`config.mk`:
```
export PLATFORM = sky130hd
export DESIGN_NAME = rci_div
export DESIGN_NICKNAME = d
export VERILOG_FILES = /design/src/sv/rci_pkg.sv /design/src/sv/rci_div.sv
export SDC_FILE = /design/constraint.sdc
export NUM_CORES = 2
export LEC_CHECK = 0
export ABC_CLOCK_PERIOD_IN_PS = 11200
export BUFFER_PORTS_ARGS = -buffer_cell sky130_fd_sc_hd__buf_2
export CORE_ASPECT_RATIO = 0.8
export CORE_UTILIZATION = 30
export CTS_BUF_LIST = sky130_fd_sc_hd__clkbuf_8
export DETAILED_ROUTE_END_ITERATION = 8
export PLACE_DENSITY_LB_ADDON = 0.25
export SETUP_SLACK_MARGIN = 0.05
export SLEW_MARGIN = 10
export SYNTH_ARGS = -nofsm -noshare
export SYNTH_HDL_FRONTEND = slang
export SYNTH_SLANG_ARGS = --single-unit
```
`constraint.sdc`:
```
create_clock -name clk -period 11.2 [get_ports clk]
set_input_delay 2.24 -clock clk [delete_from_list [all_inputs] [get_ports clk]]
set_output_delay 2.24 -clock clk [all_outputs]
set_load 0.005 [all_outputs]
```
`src/sv/rci_pkg.sv`:
```
// Shared widths, types and helpers for the ray-circle intersection pipeline.
package rci_pkg;

  // Field widths of the channels.
  localparam int CRD_W = 32;   // Q16.16 coordinate
  localparam int DIR_W = 16;   // Q1.15 direction
  localparam int R_W   = 31;   // Q15.16 radius, unsigned
  localparam int DST_W = 32;   // Q16.16 distance, unsigned
  localparam int NRM_W = 16;   // Q1.15 normal

  // Internal widths.
  localparam int OC_W  = CRD_W + 2;          // center + offset - origin
  localparam int PR_W  = OC_W + DIR_W;       // direction times offset vector
  localparam int PS_W  = PR_W + 1;           // sum of two products
  localparam int FRAC_SH = DIR_W - 1;        // drop the Q1.15 scaling
  localparam int PJ_W  = PS_W - FRAC_SH;     // projection and perpendicular
  localparam int T_W   = PJ_W + 1;           // distances along the ray
  localparam int TP_W  = T_W + DIR_W;        // direction times distance
  localparam int V_W   = TP_W + 1;           // normal vector before scaling
  localparam int M_W   = V_W - 1;            // its magnitude
  localparam int N_W   = 30;                 // normalized magnitude
  localparam int SH_W  = 5;                  // normalizing shift count
  localparam int SH_N  = M_W - N_W;          // possible shift positions

  // Square root unit: one result bit per stage.
  localparam int SQ_IN_W  = 2 * R_W;
  localparam int SQ_OUT_W = R_W;
  localparam int SQ_LAT   = SQ_OUT_W;

  // Divider: one quotient bit per stage.
  localparam int DQ_W    = NRM_W - 1;
  localparam int DIV_LAT = DQ_W;
  localparam int REM_W   = SQ_OUT_W + 1;

  localparam int RND_HALF = 1 << (FRAC_SH - 1);
  localparam logic signed [NRM_W-1:0] NRM_MAX = NRM_W'((1 << (NRM_W - 1)) - 1);

  // Per-item data carried beside the first square root.
  typedef struct packed {
    logic                   miss;
    logic signed [PJ_W-1:0] proj;
    logic signed [OC_W-1:0] ocx;
    logic signed [OC_W-1:0] ocy;
    logic signed [DIR_W-1:0] dx;
    logic signed [DIR_W-1:0] dy;
  } side1_t;

  // Hit flag and distances, settled before the normals are worked out.
  typedef struct packed {
    logic             hit;
    logic             ent_zero;
    logic [DST_W-1:0] ent_d;
    logic [DST_W-1:0] ext_d;
  } res_t;

  // Carried beside the second square root (index 0 entry, 1 exit).
  typedef struct packed {
    res_t               res;
    logic [1:0]         sx;
    logic [1:0]         sy;
    logic [1:0]         zr;
    logic [1:0][N_W-1:0] nx;
    logic [1:0][N_W-1:0] ny;
  } sidea_t;

  // Carried beside the dividers.
  typedef struct packed {
    res_t       res;
    logic [1:0] sx;
    logic [1:0] sy;
    logic [1:0] zr;
  } sideb_t;

  // Saturate a distance to the output width, clamping negative values to zero.
  function automatic logic [DST_W-1:0] sat_dist(logic signed [T_W-1:0] t);
    logic [DST_W-1:0] res;
    if (t[T_W-1]) begin
      res = '0;
    end else if (|t[T_W-2:DST_W]) begin
      res = '1;
    end else begin
      res = t[DST_W-1:0];
    end
    return res;
  endfunction

  // Build one signed normal component from the divider result.
  function automatic logic signed [NRM_W-1:0] nrm_fix(logic [DQ_W-1:0] q, logic sat,
                                                      logic neg, logic zero);
    logic signed [NRM_W-1:0] m;
    m = sat ? NRM_MAX : $signed({1'b0, q});
    if (zero) begin
      m = '0;
    end else if (neg) begin
      m = -m;
    end
    return m;
  endfunction

endpackage

```
`src/sv/rci_div.sv`:
```
// Pipelined restoring divider giving min(num * 2^15 / den, 32767) in two parts.
module rci_div import rci_pkg::*; (
  input  logic                clk,
  input  logic                en,
  input  logic [N_W-1:0]      num,
  input  logic [SQ_OUT_W-1:0] den,
  output logic [DQ_W-1:0]     quo,
  output logic                sat
);

  logic [REM_W-1:0]    rem_r [DIV_LAT];
  logic [DQ_W-1:0]     q_r   [DIV_LAT];
  logic [SQ_OUT_W-1:0] den_r [DIV_LAT];
  logic                sat_r [DIV_LAT];

  // One quotient bit per stage, highest first.
  for (genvar k = 0; k < DIV_LAT; k++) begin : g_stage
    localparam int B = DIV_LAT - 1 - k;
    logic [REM_W-1:0]    rem_in;
    logic [REM_W-1:0]    rem2;
    logic [DQ_W-1:0]     q_in;
    logic [SQ_OUT_W-1:0] den_in;
    logic                sat_in;

    if (k == 0) begin : g_first
      assign rem_in = REM_W'(num);
      assign q_in   = '0;
      assign den_in = den;
      // A quotient of 2^15 or more saturates.
      assign sat_in = SQ_OUT_W'(num) >= den;
    end else begin : g_next
      assign rem_in = rem_r[k-1];
      assign q_in   = q_r[k-1];
      assign den_in = den_r[k-1];
      assign sat_in = sat_r[k-1];
    end

    assign rem2 = rem_in << 1;

    always_ff @(posedge clk) begin
      if (en) begin
        den_r[k] <= den_in;
        sat_r[k] <= sat_in;
        if (rem2 >= REM_W'(den_in)) begin
          rem_r[k] <= rem2 - REM_W'(den_in);
          q_r[k]   <= q_in | (DQ_W'(1) << B);
        end else begin
          rem_r[k] <= rem2;
          q_r[k]   <= q_in;
        end
      end
    end
  end

  assign quo = q_r[DIV_LAT-1];
  assign sat = sat_r[DIV_LAT-1];

endmodule

```
== Word-level counts from Yosys, hierarchy flattened ==
Memories as Yosys holds them, arrays and structs flattened.
Index checks and enable logic that the tools add are counted.
Operators by class
  $add $sub $neg: 15
  $mul: 0
  div/mod/pow operators: 0
  magnitude comparators: 16
  equal/unequal tests: 0
  shifts and indexed selects: 0
  mux-type cells: 122
  bitwise operators: 30
  reduce and logical (&&, ||, !) cells: 0
Operators with widths (count)
  2-to-1 mux 32 bit: 15
  >= comparator 32 x 31 -> 1 bit: 14
  subtractor 32 x 31 -> 32 bit: 14
  2-to-1 mux 15 bit: 15
  2-to-1 mux 1 bit: 92
  subtractor 31 x 31 -> 32 bit: 1
  >= comparator 30 x 31 -> 1 bit: 1
  >= comparator 31 bit: 1
  OR 1 bit: 30
Word-level totals
  register bits: 0
  latch bits: 0
  RAM bits: 1185
  ROM bits: 0
  input port bits: 63
  output and inout port bits: 16
  word-level logic and storage cells: 187
  memories: 4
Memories
  rem_r: depth 15, width 32, read ports 14, clocked after memory_dff 0, write ports 15, RTL line rci_div.sv:11  | logic [REM_W-1:0] rem_r [DIV_LAT];
  den_r: depth 15, width 31, read ports 14, clocked after memory_dff 0, write ports 15, RTL line rci_div.sv:13  | logic [SQ_OUT_W-1:0] den_r [DIV_LAT];
  q_r: depth 15, width 15, read ports 15, clocked after memory_dff 0, write ports 15, RTL line rci_div.sv:12  | logic [DQ_W-1:0] q_r [DIV_LAT];
  sat_r: depth 15, width 1, read ports 15, clocked after memory_dff 0, write ports 15, RTL line rci_div.sv:14  | logic sat_r [DIV_LAT];

== Longest topological paths before layout ==
An unclocked memory read counts as a cell.
  depth in word-level cells: 6
  mapped depth: 15
  mapped depth without buffers: 12

== Worst setup path before layout ==
Ideal clock, no wire load.
  path kind: input-to-reg
  start: input port den[2]
  end: memory rem_r[0][11] (netlist bit) (data pin)
  setup time: 0.260 ns
  data arrival time: 4.704 ns
  required time: 10.940 ns
  path slack: 6.236 ns
  stages on the path: 12
  path buffers: 1
  cell sequence: inv_1 > ha_1 > nor2b_1 > o31ai_1 > a21oi_1 > nor3_1 > o21a_1 > o21ai_0 > a221oi_1 > o21ai_1 > clkbuf_1 > mux2_2
RTL lines
  from (decl): RTL line rci_div.sv:6  | input logic [SQ_OUT_W-1:0] den,
  to (decl): RTL line rci_div.sv:11

==> impl_metrics.ini <==
[setup_path]
path_class = primary input to register
required_ps = 11840
cp-start-kind = primary input
cp_max_fo = 4
worstSetupEndpointType = register
cp.arrival_ps = 5500

[route]
wl_per_cell_um = 15.1
vias_per_cell = 4.78
dr.pass1.iters = 6
route.detailed.drc = 0
dr.first_iter.drc_count = 1996
ant_nets = 0
vias = 39500
routed_wl_mm = 124

[yosys]
seq_area_frac_synth_pct = 50.7
yosys.cell_types.count = 81
synth_ff_type = edfxtp_1
synth-edff-count = 1002
avgSynthCellArea_um2 = 11.0
syn-instance-count = 5402
synth.cell_area_mm2 = 0.0594
syn_nets = 5973
synth_warnings = 0
async_reset_ff_share_pct = 0
synth_seq_cells = 1003

[power]
p_leak_nw = 27.2
powerDensity_mw_per_mm2 = 253
combPwrFrac_pct = 46.1
power_switching_mw = 6.22
clkPwrFrac_pct = 17.7
power_mw = 16.6
ir_drop_uv = 103
p_int_mw = 10.4
switching_share_pct = 37.4
seqPwrFrac_pct = 36.2

[floorplan]
die_y_um = 400
core_mm2 = 0.196
die_w_um = 500
start_util_pct = 30.3
dieArea_mm2 = 0.200
io_pins = 79
rows = 145

[clock_network]
cts-root-buf = clkbuf_8
cts_max_level = 4
cts_made_buffers = 169
clkSlewWorstSetupHoldPaths_ps = 50
cts_tree = yes
cts_sinks = 1003
clk_path_buf_depth = 3
insertion_delay_ps = 900
post_cts.repair.setup_buffers = 0
ctsHoldBuffers = 0
post_cts_resized = 0

[timing]
slew_viol_final = 0
fin_crit_ps = 4860
tightest_slew_ps = 1090
fin_tns_setup_ps = 0
hold_violations = 0
post-route-period-util_pct = 43.4
clock_skew_ps = 39.7
rsz0062_at_grt = no
setup_viol = 0
clock.fmax_ghz = 0.206
relSlewSlack_pct = 27.3

[global_route]
track_usage_pct = 12.3
grt_pass1_wl_mm = 201
grt.overflow.total = 0
antenna_found_initial = 2
grt_pass1_vias = 39900
grt_max_degree = 175

[place]
io_buffers = 78
gp_congestion = 0.876
dp_hpwl_mm = 92.4

[final_layout]
layout.nets = 6124
drive_gt1_share_pct = 8.87
final_common_cell = edfxtp_1
final_cell_mix = 1002 x edfxtp_1, 644 x inv_1, 494 x ha_1
area_growth_pct = 10.8
n_fill_cell = 19600

[flow_run]
max-cap-violations = 0

[worst_hold_path]
hp-class = register to register

[status]
status = finished clean
[power by group through the flow]
stage / Combinational, mW / Clock [mW] / Sequential [mW]
2_1_floorplan: 6.12 / 0 / 5.87
3_3_place_gp: 7.53 / 0 / 6.12
3_5_place_dp: 7.61 / 0 / 6.10
4_1_cts: 7.68 / 3.09 / 6.03
5_1_grt: 8.61 / 3.25 / 6.13
6_report: 7.67 / 2.95 / 6.03
[layout make-up]
class | instances | area [µm²] | area share, %
Antenna cell | 6 | 15.0 | 0.0228
Tap cell | 2572 | 3220 | 4.89
Clock buffer | 173 | 2380 | 3.62
Clock inverter | 125 | 548 | 0.833
Sequential cell | 1003 | 30100 | 45.7
Timing Repair Buffer | 111 | 698 | 1.06
Multi-Input combinational cell | 3682 | 26600 | 40.5
Inverter | 586 | 2200 | 3.34
[path summary, 6_finish.rpt]
path                  from       endpoint  slack (ps)  cells after the start
min            sat_r[1][4]    sat_r[1][5]         400                      0
max reg2reg  den_r[0][124]  rem_r[0][165]        6650                     11
min reg2reg    sat_r[1][4]    sat_r[1][5]         400                      0
max                 num[0]   rem_r[0][30]        6340                     14
[state kept, by name (all words and copies together), names as in the netlist]
register  count
den_r       434
q_r         120
rem_r       434
sat_r        15
[per-layer routing]
layer	vias to the layer above	routed length (µm)	track usage (%)
li1	20100	-	-
met1	18300	56300	14.7
met2	794	58800	21.4
met3	310	4710	2.32
met4	0	4620	5.57
met5	-	0	0
[synthesized netlist by cell type (all sizes together), types with 14 or more instances]
master   instances  area share [%]
xor2           128             1.9
nand2b          59            0.62
a31o            14            0.21
nor2           385             2.4
nand4           76            0.80
a21boi          18            0.23
o2111ai         14            0.21
a21oi          450             3.8
a31oi           51            0.55
buf             21            0.18
a211o           14            0.21
edfxtp        1002              51
o31ai           42            0.53
a211oi          30            0.40
o21a            70            0.88
nor2b           61            0.64
fa              14            0.47
o211ai          31            0.39
or3             19            0.20
xnor2          234             3.4
and3            34            0.36
a2111oi         14            0.21
inv            586             3.7
o21ai          298             2.5
clkbuf         110            0.69
o21bai          59            0.75
mux2i           37            0.62
mux2           177             3.4
and2            20            0.21
a21o           236             3.0
nor3            55            0.46
ha             494              10
nand2          307             1.9
nand3           68            0.57
[stage by stage]
stage               std cells  utilization [%]  instance area (µm²)  hold slack (ps)  setup WS, ps
finish                   8258             33.6                65800              403          6340
global route             8255             33.6                65800              415          6060
CTS                      8252             33.6                65800              395          6540
detailed placement       7954             32.1                62900              405          5540
global placement         7954             32.1                62900              401          5530
floorplan                5402                -                59400              400          6240
[logic make-up after synthesis]
| logic type | count (synthesis) | synth area share [%] |
|---|---|---|
| adder cells (fa/ha/maj) | 508 | 10.9 |
| flip-flops | 1003 | 50.7 |
| buffers and inverters | 717 | 4.58 |
| multiplexers | 214 | 3.98 |
| XOR/XNOR | 362 | 5.34 |
| AND/OR/NAND/NOR | 1153 | 9.13 |
| AO/OA/AOI/OAI | 1445 | 15.4 |
[worst max-delay path, stage by stage]
cell,delay [ps]
buf_2,110
inv_1,80
fa_1,480
nor2b_1,180
o31ai_1,130
a21oi_1,220
nor3_1,80
buf_4,160
o311ai_0,610
nand2_1,260
o31ai_1,430
o41ai_1,130
xnor2_1,130
mux2_2,260
Note: power is estimated with default switching activity, not from simulation.
