===== src/sv/rci_pkg.sv =====
// Shared widths, types and helpers for the ray-circle intersection pipeline.
package rci_pkg;

  // Field widths of the channels.
  localparam int CRD_W = 32;   // Q16.16 coordinate
  localparam int DIR_W = 16;   // Q1.15 direction
  localparam int R_W   = 31;   // Q15.16 radius, unsigned
  localparam int DST_W = 32;   // Q16.16 distance, unsigned
  localparam int NRM_W = 16;   // Q1.15 normal

  // Internal widths.
  localparam int OC_W  = CRD_W + 2;          // center + offset - origin
  localparam int PR_W  = OC_W + DIR_W;       // direction times offset vector
  localparam int PS_W  = PR_W + 1;           // sum of two products
  localparam int FRAC_SH = DIR_W - 1;        // drop the Q1.15 scaling
  localparam int PJ_W  = PS_W - FRAC_SH;     // projection and perpendicular
  localparam int T_W   = PJ_W + 1;           // distances along the ray
  localparam int TP_W  = T_W + DIR_W;        // direction times distance
  localparam int V_W   = TP_W + 1;           // normal vector before scaling
  localparam int M_W   = V_W - 1;            // its magnitude
  localparam int N_W   = 30;                 // normalized magnitude
  localparam int SH_W  = 5;                  // normalizing shift count
  localparam int SH_N  = M_W - N_W;          // possible shift positions

  // Square root unit: one result bit per stage.
  localparam int SQ_IN_W  = 2 * R_W;
  localparam int SQ_OUT_W = R_W;
  localparam int SQ_LAT   = SQ_OUT_W;

  // Divider: one quotient bit per stage.
  localparam int DQ_W    = NRM_W - 1;
  localparam int DIV_LAT = DQ_W;
  localparam int REM_W   = SQ_OUT_W + 1;

  localparam int RND_HALF = 1 << (FRAC_SH - 1);
  localparam logic signed [NRM_W-1:0] NRM_MAX = NRM_W'((1 << (NRM_W - 1)) - 1);

  // Per-item data carried beside the first square root.
  typedef struct packed {
    logic                   miss;
    logic signed [PJ_W-1:0] proj;
    logic signed [OC_W-1:0] ocx;
    logic signed [OC_W-1:0] ocy;
    logic signed [DIR_W-1:0] dx;
    logic signed [DIR_W-1:0] dy;
  } side1_t;

  // Hit flag and distances, settled before the normals are worked out.
  typedef struct packed {
    logic             hit;
    logic             ent_zero;
    logic [DST_W-1:0] ent_d;
    logic [DST_W-1:0] ext_d;
  } res_t;

  // Carried beside the second square root (index 0 entry, 1 exit).
  typedef struct packed {
    res_t               res;
    logic [1:0]         sx;
    logic [1:0]         sy;
    logic [1:0]         zr;
    logic [1:0][N_W-1:0] nx;
    logic [1:0][N_W-1:0] ny;
  } sidea_t;

  // Carried beside the dividers.
  typedef struct packed {
    res_t       res;
    logic [1:0] sx;
    logic [1:0] sy;
    logic [1:0] zr;
  } sideb_t;

  // Saturate a distance to the output width, clamping negative values to zero.
  function automatic logic [DST_W-1:0] sat_dist(logic signed [T_W-1:0] t);
    logic [DST_W-1:0] res;
    if (t[T_W-1]) begin
      res = '0;
    end else if (|t[T_W-2:DST_W]) begin
      res = '1;
    end else begin
      res = t[DST_W-1:0];
    end
    return res;
  endfunction

  // Build one signed normal component from the divider result.
  function automatic logic signed [NRM_W-1:0] nrm_fix(logic [DQ_W-1:0] q, logic sat,
                                                      logic neg, logic zero);
    logic signed [NRM_W-1:0] m;
    m = sat ? NRM_MAX : $signed({1'b0, q});
    if (zero) begin
      m = '0;
    end else if (neg) begin
      m = -m;
    end
    return m;
  endfunction

endpackage


===== src/sv/rci_isqrt.sv =====
// Pipelined integer square root, one result bit per stage.
module rci_isqrt import rci_pkg::*; (
  input  logic                clk,
  input  logic                en,
  input  logic [SQ_IN_W-1:0]  rad,
  output logic [SQ_OUT_W-1:0] root
);

  logic [SQ_IN_W-1:0]  rem_r [SQ_LAT];
  logic [SQ_OUT_W-1:0] q_r   [SQ_LAT];

  // Each stage tries to set one root bit, highest first.
  for (genvar k = 0; k < SQ_LAT; k++) begin : g_stage
    localparam int B = SQ_LAT - 1 - k;
    logic [SQ_IN_W-1:0]  rem_in;
    logic [SQ_IN_W-1:0]  trial;
    logic [SQ_OUT_W-1:0] q_in;

    if (k == 0) begin : g_first
      assign rem_in = rad;
      assign q_in   = '0;
    end else begin : g_next
      assign rem_in = rem_r[k-1];
      assign q_in   = q_r[k-1];
    end

    // (q + 2^B)^2 - q^2 = (2q + 2^B) * 2^B
    assign trial = (SQ_IN_W'(q_in) << (B + 1)) | (SQ_IN_W'(1) << (2 * B));

    always_ff @(posedge clk) begin
      if (en) begin
        if (rem_in >= trial) begin
          rem_r[k] <= rem_in - trial;
          q_r[k]   <= q_in | (SQ_OUT_W'(1) << B);
        end else begin
          rem_r[k] <= rem_in;
          q_r[k]   <= q_in;
        end
      end
    end
  end

  assign root = q_r[SQ_LAT-1];

endmodule


===== config.mk =====
export PLATFORM = sky130hd
export DESIGN_NAME = rci_isqrt
export DESIGN_NICKNAME = d
export VERILOG_FILES = /design/src/sv/rci_pkg.sv /design/src/sv/rci_isqrt.sv
export SDC_FILE = /design/constraint.sdc
export NUM_CORES = 2
export LEC_CHECK = 0
export ABC_CLOCK_PERIOD_IN_PS = 4700
export BUFFER_PORTS_ARGS = -buffer_cell sky130_fd_sc_hd__buf_2
export CAP_MARGIN = 30
export CORE_MARGIN = 2
export CORE_UTILIZATION = 64
export CTS_CLUSTER_DIAMETER = 200
export DETAILED_ROUTE_END_ITERATION = 7
export HOLD_SLACK_MARGIN = 0.05
export PLACE_DENSITY_LB_ADDON = 0.15
export SLEW_MARGIN = 20
export SYNTH_ARGS = -nofsm -noshare
export SYNTH_HDL_FRONTEND = slang
export SYNTH_SLANG_ARGS = --single-unit

===== constraint.sdc =====
create_clock -name clk -period 4.7 [get_ports clk]
set_input_delay 0.235 -clock clk [delete_from_list [all_inputs] [get_ports clk]]
set_output_delay 0.235 -clock clk [all_outputs]
set_load 0.01 [all_outputs]

======== Yosys cells after proc, flatten, opt, wreduce, memory -nomap -nowiden ========
Memories as Yosys holds them, arrays and structs flattened.
Cells that the tools add are included.
storage, ports and cells
  register bits ........................... 0
  bits in latches ......................... 0
  RAM bits ................................ 2883
  memory bits (read-only) ................. 0
  input bits .............................. 64
  output and inout port bits .............. 31
  word-level logic and storage cells ...... 374
  memories kept ........................... 2
memories
  memory  words  width  rd ports  clocked after memory_dff  wr ports  RTL line         source
  rem_r   31     62     30        0                         31        rci_isqrt.sv:9   logic [SQ_IN_W-1:0] rem_r [SQ_LAT];
  q_r     31     31     31        0                         31        rci_isqrt.sv:10  logic [SQ_OUT_W-1:0] q_r [SQ_LAT];
cells by class
  add/sub/neg operators ................... 31
  $mul .................................... 0
  div/mod/pow operators ................... 0
  $lt $le $gt $ge ......................... 31
  eq/ne operators ......................... 0
  shift operators ......................... 0
  muxes and demuxes ....................... 248
  bitwise gates (word level) .............. 62
  reduce and logical (&&, ||, !) cells .... 0
operators by type and width
  operator          number
  $mux W62          31
  $mux W31          31
  $mux W1           186
  $ge A62 B32 Y1    1
  $ge A62 B33 Y1    1
  $ge A62 B34 Y1    1
  $ge A62 B35 Y1    1
  $ge A62 B36 Y1    1
  $ge A62 B37 Y1    1
  $ge A62 B38 Y1    1
  $ge A62 B39 Y1    1
  $ge A62 B40 Y1    1
  $ge A62 B41 Y1    1
  $ge A62 B42 Y1    1
  $ge A62 B43 Y1    1
  $ge A62 B44 Y1    1
  $ge A62 B45 Y1    1
  $ge A62 B46 Y1    1
  $ge A62 B47 Y1    1
  $ge A62 B48 Y1    1
  $ge A62 B49 Y1    1
  $ge A62 B50 Y1    1
  $ge A62 B51 Y1    1
  $ge A62 B52 Y1    1
  other kinds (42)  103

======== Logic depth before layout (Yosys ltp) ========
An unclocked memory read counts as a cell.
  depth after elaboration ................. 6
  gate-level depth with buffers ........... 14
  mapped depth without buffers ............ 12

======== Worst setup path after synthesis ========
No wires, ideal clock.
  path type ............................... input-to-reg
  start ................................... input en
  end ..................................... memory q_r[1][404] in the netlist's numbering (enable)
  library setup time ...................... 0.483 ns
  data arrival time ....................... 3.798 ns
  data required time ...................... 4.217 ns
  slack ................................... 0.418 ns
  stages .................................. 5
  path buffers ............................ 5
  path through ............................ clkbuf_1 > clkbuf_1 > clkbuf_1 > clkbuf_1 > clkbuf_1
RTL lines
  item             RTL line         source
  start, declared  rci_isqrt.sv:4   input logic en,
  end, declared    rci_isqrt.sv:10

==> metrics.csv <==
metric,value,unit
avgSynthCellArea,12.4,um2
die_w,427,um
p_seq_share,47.2,%
drtIter0Drc,9633,
synthArstFlopShare,0,%
post_cts_buffers,0,
grt_pass1_wl,468000,um
skew,69.4,ps
clkPwrFrac,31.6,%
internal-power,42.8,mW
cpPeakStageDelay,620,ps
max_freq,240,MHz
antenna_found_initial,20,
clock_path_buffers,3,
synthesis.nets,9800,
path_delay_family,compound AO/OA/AOI/OAI gates,
crit_type,reg2reg,
synth_top_flop_cell,edfxtp_1,
crit_fanout,7,
yosysSeqAreaShare,61.9,%
fill_cells,11800,
max_slew.worst_pin.slew,1170,ps
ctsHtreeMaxLevel,4,
numCtsBuffers,231,
p_sw,19.2,mW
swShare,31.0,%
layout-drive-gt1-share,7.57,%
crit_chain,"inv_1, ha_1, o21a_1, a2bb2oi_1, a211o_1, a211o_1, a221oi_1, nor3_1, nor4_2, nand2b_1, xnor2_1",
final.min_clock_period,4170,ps
floorplan.initialDensity,64.2,%
clock_latency,880,ps
syn_to_final_growth,11.2,%
crit_arrival,4790,ps
ios,95,
r2r_end,rem_r[1][423]$_DFFE_PP_,
drt_drc_violations_left,0,
cp.depth,11,
report.final.slew_viol_count,0,
reg2reg_slack,530,ps
ff2ff_path_depth,11,
critPathLaunchType,register,
synth.top_cell.area_share,61.9,%
finalWeightedCongestion,0.984,
cts-root-buf,clkbuf_16,
crit_top_cell,a211o_1,
comb_power_share,21.2,%
first_pass_iters,8,
setup_viol,0,
crit_buf_inv,1,
multi_input_area,40300,um2
finalNetCount,10100,
slew_headroom,22.0,%
cts_resized,0,
io_buffer_count,94,
via_per_inst,6.46,
endpoint_kind,register,
clock_sinks,2356,
grtUsageTotal,34.7,%
vdd_drop_max,443,uV
die_area,182000,um2
crit_path_start,q_r[1][165]$_DFFE_PP_,
crit_end,rem_r[1][423]$_DFFE_PP_,
ant_nets,0,
die_h,427,um
syn_area,114000,um2
hold_violations,0,
grt_pass1_vias,73700,
synth_top_area_cell,edfxtp_1,
clk_pin_slew,60,ps
regArea,70700,um2
post-route-util,71.4,%
synth_area_leaders,"edfxtp_1 (62%), ha_1 (5.7%), xnor2_1 (3.2%), xor2_1 (3.1%), a21oi_1 (2.3%)",
synth_edf_count,2356,
period_share,88.7,%
synth_cell_types,97,
drv_cap,0,
hold_path_class,in2reg,
cpMaxStageDelayCell,nor4_2,
cts_hold_buf,114,
leakagePower,47.6,nW
cts_tree,done,
wl,317000,um
std_cell_rows,155,
rsz0062_at_grt,no,
vias,78100,
status,"finished, final reports clean",
ys_ff_latch,2356,
synth_cells,9211,
yosys_warnings,0,
grt_overflow,0,
wl_per_cell,26.3,um
tns,0,ps
coreArea,178000,um2
pwr_density_cell,488,nW/um2
dpl.hpwl,230000,um
timing.rr.start,q_r[1][165]$_DFFE_PP_,
grt_max_degree,181,
required,5330,ps
[cell usage in the layout (no fill, tap or decap), drive strengths merged, types with 97 or more instances in the layout]
| master | synthesis | routed |
|---|---|---|
| a21oi | 534 | 534 |
| nand4 | 160 | 160 |
| a21o | 210 | 210 |
| nand2 | 622 | 622 |
| nor2 | 549 | 549 |
| o21ai | 500 | 500 |
| nor4 | 333 | 333 |
| dlygate4sd3 | 0 | 114 |
| ha | 525 | 525 |
| clkbuf | 197 | 273 |
| clkinv | 0 | 98 |
| xnor2 | 417 | 417 |
| nand3 | 173 | 173 |
| edfxtp | 2356 | 2356 |
| nor3 | 256 | 256 |
| xor2 | 403 | 403 |
| buf | 39 | 195 |
| nand2b | 97 | 97 |
| inv | 663 | 670 |
[power by group through the flow]
stage                     combinational (mW)  clock (mW)  sequential [mW]
final                                   13.2        19.6             29.3
after global routing                    14.3        20.5             29.4
after CTS                               12.8        19.6             29.1
after detailed placement                12.6           0             29.5
after global placement                  12.5           0             29.5
after floorplan                         9.34           0             28.0
[how the worst min path moves through the flow]
stage                       start                endpoint  slack, ps  depth (start not counted)
after floorplan            rad[0]   rem_r[0][0]$_DFFE_PP_        330                          0
after global placement    rad[56]  rem_r[0][56]$_DFFE_PP_        430                          1
after detailed placement  rad[38]  rem_r[0][38]$_DFFE_PP_        430                          1
after CTS                  rad[6]   rem_r[0][6]$_DFFE_PP_         50                          2
after global routing      rad[13]  rem_r[0][13]$_DFFE_PP_         80                          2
final                      rad[2]   rem_r[0][2]$_DFFE_PP_        100                          2
[cells in the mapped netlist, types with 32 or more instances]
cell type / instances
a21oi_1: 534
nor3_1: 252
o21a_1: 83
or2_2: 37
nand2_1: 622
a21o_1: 210
and3_1: 41
o211ai_1: 39
edfxtp_1: 2356
xor2_1: 403
nand4_1: 160
nand3_1: 171
o21ai_0: 497
nor2_1: 548
or4_1: 70
a211oi_1: 39
xnor2_1: 416
and2_1: 42
inv_1: 661
nor4_1: 327
ha_1: 525
nand3b_1: 38
nor2b_1: 68
mux2_2: 71
or3_1: 91
nand4b_1: 32
a31oi_1: 36
clkbuf_1: 197
nand2b_1: 97
o21bai_1: 54
nor4b_1: 58
[per-stage QoR]
step	hold slack, ps	setup slack, ps	cell area (um2)	power (mW)	instances
floorplan	334	418	114000	37.4	9211
global placement	427	229	118000	41.9	11500
detailed placement	428	618	118000	42.0	11500
CTS	51.2	605	127000	61.6	12100
global route	79.7	326	127000	64.3	12100
finish	95.2	531	127000	62.1	12100
[cell type report]
type	instances	area share, %
clock inverter	162	1.61
tap	2355	2.32
timing repair buffer	311	2.05
sequential	2356	55.6
clock buffer	272	4.72
antenna	6	0.0118
inverter	663	1.96
multi-input combinational	5956	31.7
[per-layer routing]
metal / part of all wire (%) / global-route usage (%) / up-vias
met5: 0.037 / 0 / -
met4: 4.1 / 12.8 / 18
met3: 11 / 8.70 / 694
met2: 43 / 50.9 / 4272
met1: 41 / 50.4 / 37900
li1: - / - / 35200
[cells by family after synthesis]
logic type      synth area share, %
mux                           0.813
fa+ha+maj                      5.74
xor+xnor                       6.29
compound gates                 9.54
simple gates                   12.8
buf+inv                        3.00
flops                          61.9
[flip-flops by register name, summed over array words and instances (netlist names)]
| name | count |
|---|---|
| q_r | 496 |
| rem_r | 1860 |
Note: power is estimated with default switching activity, not from simulation.
